<file path="src/dmpc_pkg.sv">
package dmpc_pkg;

    // Converter reading width and mid-scale reference
    localparam int unsigned SAMPLE_BITS = 10;
    localparam logic [SAMPLE_BITS-1:0] MID_SCALE = SAMPLE_BITS'((1 << (SAMPLE_BITS - 1)) - 1);

    // Register field widths and reset values
    localparam int unsigned LEVEL_BITS = 5;
    localparam int unsigned RUN_BITS   = 3;
    localparam int unsigned TOTAL_BITS = 16;
    localparam logic [LEVEL_BITS-1:0] LEVEL_RESET = 5'd8;
    localparam logic [RUN_BITS-1:0]   RUN_RESET   = 3'd3;

    // APB address map
    localparam int unsigned ADDR_BITS = 3;
    localparam logic REG_DETECT_LEVEL = 1'b0;
    localparam logic REG_RUN_LENGTH   = 1'b1;

    // Request opcodes
    localparam logic OP_SAMPLE = 1'b0;
    localparam logic OP_READ   = 1'b1;

    typedef struct packed {
        logic                   opcode;
        logic [SAMPLE_BITS-1:0] sample;
    } in_item_t;

    typedef struct packed {
        logic                  pass_pulse;
        logic [TOTAL_BITS-1:0] pass_total;
        logic                  detector_active;
    } out_item_t;

    typedef struct packed {
        logic [LEVEL_BITS-1:0] detect_level;
        logic [RUN_BITS-1:0]   run_length;
    } cfg_t;

endpackage

</file>
<file path="src/dmpc_cfg.sv">
module dmpc_cfg (
    input  logic                            aclk,
    input  logic                            aresetn,
    input  logic                            psel,
    input  logic                            penable,
    input  logic                            pwrite,
    input  logic [dmpc_pkg::ADDR_BITS-1:0]  paddr,
    input  logic [31:0]                     pwdata,
    output logic [31:0]                     prdata,
    output logic                            pready,
    output dmpc_pkg::cfg_t                  cfg
);
    import dmpc_pkg::*;

    logic [LEVEL_BITS-1:0] level_reg;
    logic [RUN_BITS-1:0]   run_reg;
    logic                  wr_en;

    assign pready = 1'b1;
    assign wr_en  = psel && penable && pwrite && pready;

    // Write the selected register on the access cycle
    always_ff @(posedge aclk) begin
        if (!aresetn) begin
            level_reg <= LEVEL_RESET;
            run_reg   <= RUN_RESET;
        end else if (wr_en) begin
            unique case (paddr[2])
                REG_DETECT_LEVEL: level_reg <= pwdata[LEVEL_BITS-1:0];
                REG_RUN_LENGTH:   run_reg   <= pwdata[RUN_BITS-1:0];
                default:          ;
            endcase
        end
    end

    // Return the selected register on reads
    always_comb begin
        unique case (paddr[2])
            REG_DETECT_LEVEL: prdata = {{(32-LEVEL_BITS){1'b0}}, level_reg};
            REG_RUN_LENGTH:   prdata = {{(32-RUN_BITS){1'b0}}, run_reg};
            default:          prdata = '0;
        endcase
    end

    assign cfg.detect_level = level_reg;
    assign cfg.run_length   = run_reg;

endmodule

</file>
<file path="src/dmpc_core.sv">
module dmpc_core (
    input  logic                aclk,
    input  logic                aresetn,
    input  dmpc_pkg::cfg_t      cfg,
    input  logic                s_valid,
    output logic                s_ready,
    input  dmpc_pkg::in_item_t  s_data,
    output logic                m_valid,
    input  logic                m_ready,
    output dmpc_pkg::out_item_t m_data
);
    import dmpc_pkg::*;

    logic                   active_reg, active_next;
    logic [RUN_BITS-1:0]    run_count_reg, run_count_next;
    logic [TOTAL_BITS-1:0]  passes_reg, passes_next;
    logic                   m_valid_reg;
    out_item_t              m_data_reg, m_data_next;

    logic                   accept;
    logic [SAMPLE_BITS-1:0] sample_dist;
    logic                   present;
    logic                   qualifies;
    logic [RUN_BITS:0]      run_inc;
    logic [RUN_BITS:0]      run_cand;
    logic                   run_done;

    // Take a new request whenever the result slot is empty or draining
    assign s_ready = !m_valid_reg || m_ready;
    assign accept  = s_valid && s_ready;

    // Distance from mid-scale and run qualification
    always_comb begin
        sample_dist = (s_data.sample >= MID_SCALE) ? (s_data.sample - MID_SCALE)
                                                   : (MID_SCALE - s_data.sample);
        present     = sample_dist >= SAMPLE_BITS'(cfg.detect_level);
        qualifies   = active_reg ? !present : present;
        run_inc     = {1'b0, run_count_reg} + (RUN_BITS+1)'(1);
        run_cand    = qualifies ? run_inc : '0;
        run_done    = run_cand >= {1'b0, cfg.run_length};
    end

    // Next detector state, pass total and result
    always_comb begin
        active_next    = active_reg;
        run_count_next = run_count_reg;
        passes_next    = passes_reg;
        m_data_next    = '0;
        if (s_data.opcode == OP_READ) begin
            m_data_next.pass_total = passes_reg;
            passes_next            = '0;
        end else begin
            run_count_next = run_cand[RUN_BITS-1:0];
            if (run_done) begin
                run_count_next = '0;
                active_next    = !active_reg;
                if (active_reg) begin
                    passes_next            = passes_reg + TOTAL_BITS'(1);
                    m_data_next.pass_pulse = 1'b1;
                end
            end
        end
        m_data_next.detector_active = active_next;
    end

    // Advance state on each accepted request
    always_ff @(posedge aclk) begin
        if (!aresetn) begin
            active_reg    <= 1'b0;
            run_count_reg <= '0;
            passes_reg    <= '0;
        end else if (accept) begin
            active_reg    <= active_next;
            run_count_reg <= run_count_next;
            passes_reg    <= passes_next;
        end
    end

    // Hold the result until taken
    always_ff @(posedge aclk) begin
        if (!aresetn) begin
            m_valid_reg <= 1'b0;
        end else if (accept) begin
            m_valid_reg <= 1'b1;
        end else if (m_ready) begin
            m_valid_reg <= 1'b0;
        end
    end

    always_ff @(posedge aclk) begin
        if (accept) begin
            m_data_reg <= m_data_next;
        end
    end

    assign m_valid = m_valid_reg;
    assign m_data  = m_data_reg;

endmodule

</file>
<file path="src/debounced_magnet_pass_counter.sv">
// Result: an accepted request's result is registered and shown on the m_ channel in the cycle after its handshake.
// Throughput: one request per cycle while the m_ channel is not stalled; the detector
// update is combinational between the request handshake and the result register.
// Reset: synchronous active-low aresetn sets detector idle, run count and pass
// total to zero, detect_level to 8 and run_length to 3.
module debounced_magnet_pass_counter (
    input  logic                            aclk,
    input  logic                            aresetn,
    input  logic                            psel,
    input  logic                            penable,
    input  logic                            pwrite,
    input  logic [dmpc_pkg::ADDR_BITS-1:0]  paddr,
    input  logic [31:0]                     pwdata,
    output logic [31:0]                     prdata,
    output logic                            pready,
    input  logic                            s_valid,
    output logic                            s_ready,
    input  dmpc_pkg::in_item_t              s_data,
    output logic                            m_valid,
    input  logic                            m_ready,
    output dmpc_pkg::out_item_t             m_data
);
    import dmpc_pkg::*;

    cfg_t cfg;

    dmpc_cfg u_cfg (
        .aclk    (aclk),
        .aresetn (aresetn),
        .psel    (psel),
        .penable (penable),
        .pwrite  (pwrite),
        .paddr   (paddr),
        .pwdata  (pwdata),
        .prdata  (prdata),
        .pready  (pready),
        .cfg     (cfg)
    );

    dmpc_core u_core (
        .aclk    (aclk),
        .aresetn (aresetn),
        .cfg     (cfg),
        .s_valid (s_valid),
        .s_ready (s_ready),
        .s_data  (s_data),
        .m_valid (m_valid),
        .m_ready (m_ready),
        .m_data  (m_data)
    );

endmodule

</file>
<file path="config.mk">
export PLATFORM = sky130hd
export DESIGN_NAME = debounced_magnet_pass_counter
export DESIGN_NICKNAME = d
export VERILOG_FILES = /design/src/dmpc_pkg.sv /design/src/dmpc_cfg.sv /design/src/dmpc_core.sv /design/src/debounced_magnet_pass_counter.sv
export SDC_FILE = /design/constraint.sdc
export NUM_CORES = 1
export LEC_CHECK = 0
export BUFFER_PORTS_ARGS = -buffer_cell sky130_fd_sc_hd__buf_2
export CAP_MARGIN = 20
export CORE_MARGIN = 5
export CORE_UTILIZATION = 25
export DETAILED_ROUTE_END_ITERATION = 10
export HOLD_SLACK_MARGIN = 0.06
export PLACE_DENSITY_LB_ADDON = 0.15
export SETUP_SLACK_MARGIN = 0.15
export SLEW_MARGIN = 10
export SYNTH_ARGS = -nofsm -noshare
export SYNTH_HDL_FRONTEND = slang
export SYNTH_SLANG_ARGS = --single-unit
</file>
<file path="constraint.sdc">
create_clock -name aclk -period 7.55 [get_ports aclk]
set_input_delay 1.8875 -clock aclk [delete_from_list [all_inputs] [get_ports aclk]]
set_output_delay 1.8875 -clock aclk [all_outputs]
set_load 0.1 [all_outputs]
</file>
==> flow_summary.toml, run 1 <==
[timing]
slew_violations = 0
relSlewSlack = 0.583
tns_ns = 0
period_needed_ns = 6.36
worst_slew_pin_slew_ns = 0.610
skew_ns = 0.00986
fmax_ghz = 0.157
rsz0062_at_grt = "false"
period_share = 0.843
finalSetupViolations = 0
final.setup.worst_slack_ns = 1.19
hold_violations = 0
fin_hold_ws_ns = 0.490

[logic_synthesis]
synth_area_per_cell_um2 = 9.19
synth-seq-cells = 47
synth.most_common_cell = "dfxtp_1"
ys_seq_area_frac = 0.404
synth_compound_area_frac = 0.150
netlist_top_cells_area = "dfxtp_1, edfxtp_1, buf_4, ha_1, and2_1"
synth_top_area_share = 0.209
synthDistinctLibCells = 52
yosys.area_share.xor_xnor = 0.0153
synthMuxAreaShare = 0.0293
synth_edf_count = 18
synthFlopType = "dfxtp_1"
yosys-top-cells-count = "dfxtp_1, buf_4, nand2_1"
ys_warn_count = 0
yosys.area.top_type = "dfxtp_1"
synth_top_family_by_area = "simple AND/OR/NAND/NOR gates"
async_reset_ff_frac = 0
synthCells = 302
yosys.area_share.simple = 0.243
syn-cell-area_um2 = 2780
synthAdderAreaFrac = 0.0496

[layout]
insertedDiodeCount = 0
drive_gt1_frac = 0.190
area_delta_synth_final_pct = 13.8
nets = 410
largest_reg_flops = 18
utilization = 0.292

[worst_setup_path]
r2r_setup_slack_ns = 3.31
worst_path_max_delay_cell = "a2111oi_0"
path_cells = "buf_2, ha_1, and3_1, a31oi_2, nor2_1, a21oi_1, ha_1, a2111oi_0, o21bai_1, nor4_4, xor2_2, or2_2, ha_1, nand2b_1, a21o_1, a21o_1, a21o_1, a31oi_2, buf_4, or4_1, a21oi_1"
crit_path_start = "s_data[0]"
endpoint_kind = "flip-flop"
endpoint = "u_core.passes_reg[12]$_SDFFE_PN0P_"
critical_path.max_fanout = 26
critical_path_required_ns = 7.77
critPathLaunchType = "input pin"
critPathArrivalTime_ns = 6.59
crit_type = "in -> reg"
rr_worst_depth = 16
critPathMaxStageDelay_ns = 0.57
r2r_start = "u_cfg.level_reg[0]$_SDFFE_PN0P_"
r2r_end = "u_core.passes_reg[12]$_SDFFE_PN0P_"

[routing]
drt_iter0_drc = 55
route.detailed.drc = 0
post_drt_wl_per_cell_um = 12.0
firstDrtPassIters = 4
ant_nets = 0
drt_wl_total_mm = 5.85
via_per_inst = 4.42
vias = 2152

[cts]
clkTransAtPathRegs_ns = 0.10
post_cts_buffers = 0
cts_sinks = 47
hold_buffers = 0
h-tree-depth = 2
cts-root-buf = "clkbuf_8"
cts_tree = "built"
cts-buffers-inserted = 5
cts_resized = 0
cts_buffer_depth = 2
clk_latency_ns = 0.30

[outcome]
outcome = "finished clean"

[flow_run]
cap_violations = 0

[place]
portBuffers = 48
post-dp-hpwl_mm = 4.32
place_congestion = 0.750
dp_slack_ns = 0.860

[power_and_ir_drop]
pwr_density_cell_nw_per_um2 = 202
total_power_w = 0.000637
ir_worst_vdd_mv = 0.0619
leakagePower_nw = 1.30

[floorplanning]
ios = 106
initial_core_util = 0.256
die_y_um = 115
placementRows = 38
die_area_um2 = 13300
coreArea_um2 = 10800
die_x_um = 115

[global_route]
grt_pass1_vias = 2039
grt-ovfl-total = 0
grt_pass1_wl_mm = 9.67
grt_max_degree = 27
grt.total_usage = 0.0883
antenna_found_initial = 1

[hold_path]
hold_depth = 2
hp-class = "reg -> reg"
[layout make-up]
| class | instances | area [um2] |
|---|---|---|
| tap | 140 | 175 |
| timing repair buffer | 50 | 255 |
| multi-input combinational | 231 | 1460 |
| fill | 1171 | 7680 |
| inverter | 11 | 41.3 |
| sequential | 47 | 1120 |
| clock buffer | 6 | 72.6 |
| clock inverter | 2 | 37.5 |
[through the flow]
step,cell area (um2),cells
6_report,3160,487
5_1_grt,3160,487
4_1_cts,3160,487
3_5_place_dp,3050,479
3_3_place_gp,3050,479
2_1_floorplan,2870,328
[how the worst min path moves through the flow]
stage | startpoint | to | slack [ns]
global placement | u_core.passes_reg[15]$_SDFFE_PN0P_ | u_core.passes_reg[15]$_SDFFE_PN0P_ | 0.47
finish | u_core.passes_reg[15]$_SDFFE_PN0P_ | u_core.passes_reg[15]$_SDFFE_PN0P_ | 0.49
floorplan | u_core.passes_reg[15]$_SDFFE_PN0P_ | u_core.passes_reg[15]$_SDFFE_PN0P_ | 0.45
CTS | u_core.run_count_reg[1]$_SDFFE_PN0P_ | u_core.run_count_reg[1]$_SDFFE_PN0P_ | 0.49
detailed placement | u_core.passes_reg[15]$_SDFFE_PN0P_ | u_core.passes_reg[15]$_SDFFE_PN0P_ | 0.48
global route | u_core.run_count_reg[1]$_SDFFE_PN0P_ | u_core.run_count_reg[1]$_SDFFE_PN0P_ | 0.52
[per-layer routing]
metal	wire length, um	track usage
met4	51	0.0211
met1	2690	0.114
met2	2720	0.147
met3	384	0.0232
met5	7	0
[cell families (layout without fill, tap and decap cells)]
logic type / count (synthesis) / in the layout
and+or+nand+nor: 117 / 117
AOI/OAI and AO/OA: 63 / 63
buffers and inverters: 50 / 69
DFF: 47 / 47
adders and majority gates: 11 / 11
muxes: 8 / 8
xor gates and xnor gates: 4 / 4
other: 2 / 28
[worst max-delay path, delay by kind of cell]
kind / cells / cell delay [ns]
xor gates and xnor gates: 1 / 0.19
AOI/OAI and AO/OA: 9 / 1.93
adders and majority gates: 3 / 0.74
buffers and inverters: 2 / 0.34
and+or+nand+nor: 6 / 1.49
[layout by cell type (no fill, tap or decap), types with 6 or more instances in the layout]
cell type  netlist  layout
nor2_1          11      11
inv_1           11      11
nand2b_1         6       6
buf_2            2      48
mux2i_1          7       7
edfxtp_1        18      18
nand3_1          7       7
and2_1          19      19
and3_1           7       7
a21oi_1         16      16
ha_1            11      11
dfxtp_1         29      29
nor2b_1          8       8
conb_1           2      28
or3_1           11      11
o21ai_0         18      18
nand2_1         26      26
[power breakdown]
part / switching (W) / leakage, nW / internal (W) / total, W
registers: 0.00000302 / 0.414 / 0.000270 / 0.000273
clock network: 0.0000921 / 0.0514 / 0.0000990 / 0.000191
logic: 0.000146 / 0.832 / 0.0000267 / 0.000173
Note: power is estimated with default switching activity, not from simulation.
==> run 2: changes to the inputs <==
- clock period: 7.55 -> 5.2 ns (I/O delays scaled with it)
==> run 2 against run 1 <==
  * Routed wire length rose by 2.3%
  * Clock power rose by 48%
  * Largest power group unchanged
  * Global-route usage rose by 0.56 points
  * Via count rose by 2.6%
==> flow_summary.toml, run 2 (synthesis gave the netlist of run 1 again) <==
[timing]
rsz0062_at_grt = "false"
period_share = 0.922
fmax_ghz = 0.209
skew_ns = 0.0106
period_needed_ns = 4.80
final.setup.worst_slack_ns = 0.405
slew_violations = 0
hold_violations = 0
fin_hold_ws_ns = 0.489
finalSetupViolations = 0
tns_ns = 0

[layout]
nFillCells = 1164
final_common_cell = "buf_2"
area_delta_synth_final_pct = 22.5
insertedDiodeCount = 0
nets = 430
regArea_um2 = 1120
drive_gt1_frac = 0.253
largest_reg_flops = 18
multi_input_comb_area_um2 = 1540
layout_common_cells = "buf_2, dfxtp_1, conb_1"

[floorplanning]
coreArea_um2 = 10800
ios = 106
die_x_um = 115
initial_core_util = 0.256
placementRows = 38
die_y_um = 115
die_area_um2 = 13300

[routing]
via_per_inst = 4.36
firstDrtPassIters = 4
vias = 2209
ant_nets = 0
route.detailed.drc = 0
drt_wl_total_mm = 5.98
drt_iter0_drc = 67
post_drt_wl_per_cell_um = 11.8

[cts]
cts_tree = "built"
post_cts_buffers = 0
cts-root-buf = "clkbuf_8"
clk_latency_ns = 0.31
clkTransAtPathRegs_ns = 0.09
cts_sinks = 47
h-tree-depth = 2
cts_buffer_depth = 2
cts-buffers-inserted = 5

[worst_setup_path]
endpoint_kind = "flip-flop"
critical_path_required_ns = 5.38
crit_top_cell = "a21o_1"
critPathArrivalTime_ns = 4.98
worst_path_max_delay_cell = "a2111oi_4"
critPathMaxStageDelay_ns = 0.40
path_cells = "buf_2, ha_4, and3_4, a31oi_4, nor2_1, a21oi_1, ha_1, a2111oi_4, o21bai_2, nor4_4, xor2_2, or2_4, ha_4, nand2b_4, a21o_1, a21o_1, a21o_1, a31oi_4, buf_4, or3_1, a21oi_1"
critical_path.max_fanout = 8
crit_type = "in -> reg"
critPathLaunchType = "input pin"
cp_top_family = "compound AO/OA/AOI/OAI gates"
cp_num_buf_inv = 2

[global_route]
antenna_found_initial = 0
grt_max_degree = 21
grt-ovfl-total = 0
grt_pass1_vias = 2133
grt.total_usage = 0.0939
grt_pass1_wl_mm = 10.2

[power_and_ir_drop]
p_int_w = 0.000594
pwr_density_cell_nw_per_um2 = 281
p_seq_frac = 0.415
power_frac_comb = 0.289
leakagePower_nw = 1.41
ir_worst_vdd_mv = 0.106
pwr-share-clk = 0.296
switchingPower_w = 0.000361
power_switching_share = 0.378

[place]
place_congestion = 0.777
dp_slack_ns = -0.185
portBuffers = 48
post-dp-hpwl_mm = 4.55

[hold_path]
hp-class = "reg -> reg"

[outcome]
outcome = "finished clean"

[flow_run]
cap_violations = 0
-- run 2: cell types whose count changed in the layout (fill, tap and decap cells not counted), sizes merged --
| cell | change |
|---|---|
| clkbuf | -1 |
| clkinv | +1 |
| clkinvlp | -1 |
| buf | +20 |
| inv | +1 |
-- run 2: power by group through the flow --
| stage | Sequential [W] | Clock [W] | Combinational, W |
|---|---|---|---|
| floorplan | 0.000461 | 0 | 0.000180 |
| global placement | 0.000405 | 0 | 0.000268 |
| detailed placement | 0.000406 | 0 | 0.000269 |
| CTS | 0.000397 | 0.000296 | 0.000270 |
| global route | 0.000398 | 0.000308 | 0.000293 |
| finish | 0.000397 | 0.000283 | 0.000276 |
-- run 2: final timing paths --
kind	slack [ns]	from	cells after the start	end
max reg2reg	1.75	u_cfg.level_reg[0]$_SDFFE_PN0P_	16	u_core.passes_reg[3]$_SDFFE_PN0P_
min	0.49	u_core.passes_reg[15]$_SDFFE_PN0P_	2	u_core.passes_reg[15]$_SDFFE_PN0P_
max	0.40	s_data[0]	21	u_core.passes_reg[3]$_SDFFE_PN0P_
min reg2reg	0.49	u_core.passes_reg[15]$_SDFFE_PN0P_	2	u_core.passes_reg[15]$_SDFFE_PN0P_
-- run 2: repair_timing --
action | 4_1_cts | 5_1_grt
pin swaps | 1 | 0
gates cloned | 0 | 1
gates resized for setup | 0 | 7
setup endpoints to repair | 9 | 18
hold buffers | 0 | 0
-- run 2: worst reg2reg max path, stage by stage, from the launching register on --
cell,delay [ns]
dfxtp_1,0.38
ha_1,0.24
nand2b_1,0.18
a2111oi_4,0.35
o21bai_2,0.11
nor4_4,0.23
xor2_2,0.12
or2_4,0.27
ha_4,0.21
nand2b_4,0.12
a21o_1,0.15
a21o_1,0.17
a21o_1,0.18
a31oi_4,0.28
buf_4,0.19
or3_1,0.10
a21oi_1,0.05
-- run 2: cell type report --
| class | instances | share of cell area |
|---|---|---|
| Timing Repair Buffer | 70 | 0.121 |
| Inverter | 11 | 0.0121 |
| Tap cell | 140 | 0.0515 |
| Clock inverter | 3 | 0.0140 |
| Clock buffer | 5 | 0.0202 |
| Sequential cell | 47 | 0.330 |
| Multi-Input combinational cell | 231 | 0.452 |
-- run 2: metrics by stage --
step | cells | total power (W) | util | area (um2)
detailed placement | 498 | 0.000675 | 0.299 | 3240
finish | 507 | 0.000955 | 0.314 | 3400
global placement | 498 | 0.000673 | 0.299 | 3240
CTS | 506 | 0.000963 | 0.309 | 3350
floorplan | 328 | 0.000642 | - | 2930
global route | 507 | 0.000999 | 0.314 | 3400
-- run 2: routing by layer --
| layer | track usage | wire length (um) |
|---|---|---|
| met4 | 0.0282 | 75 |
| met1 | 0.120 | 2840 |
| met2 | 0.158 | 2760 |
| met3 | 0.0211 | 308 |
| met5 | 0 | 0 |
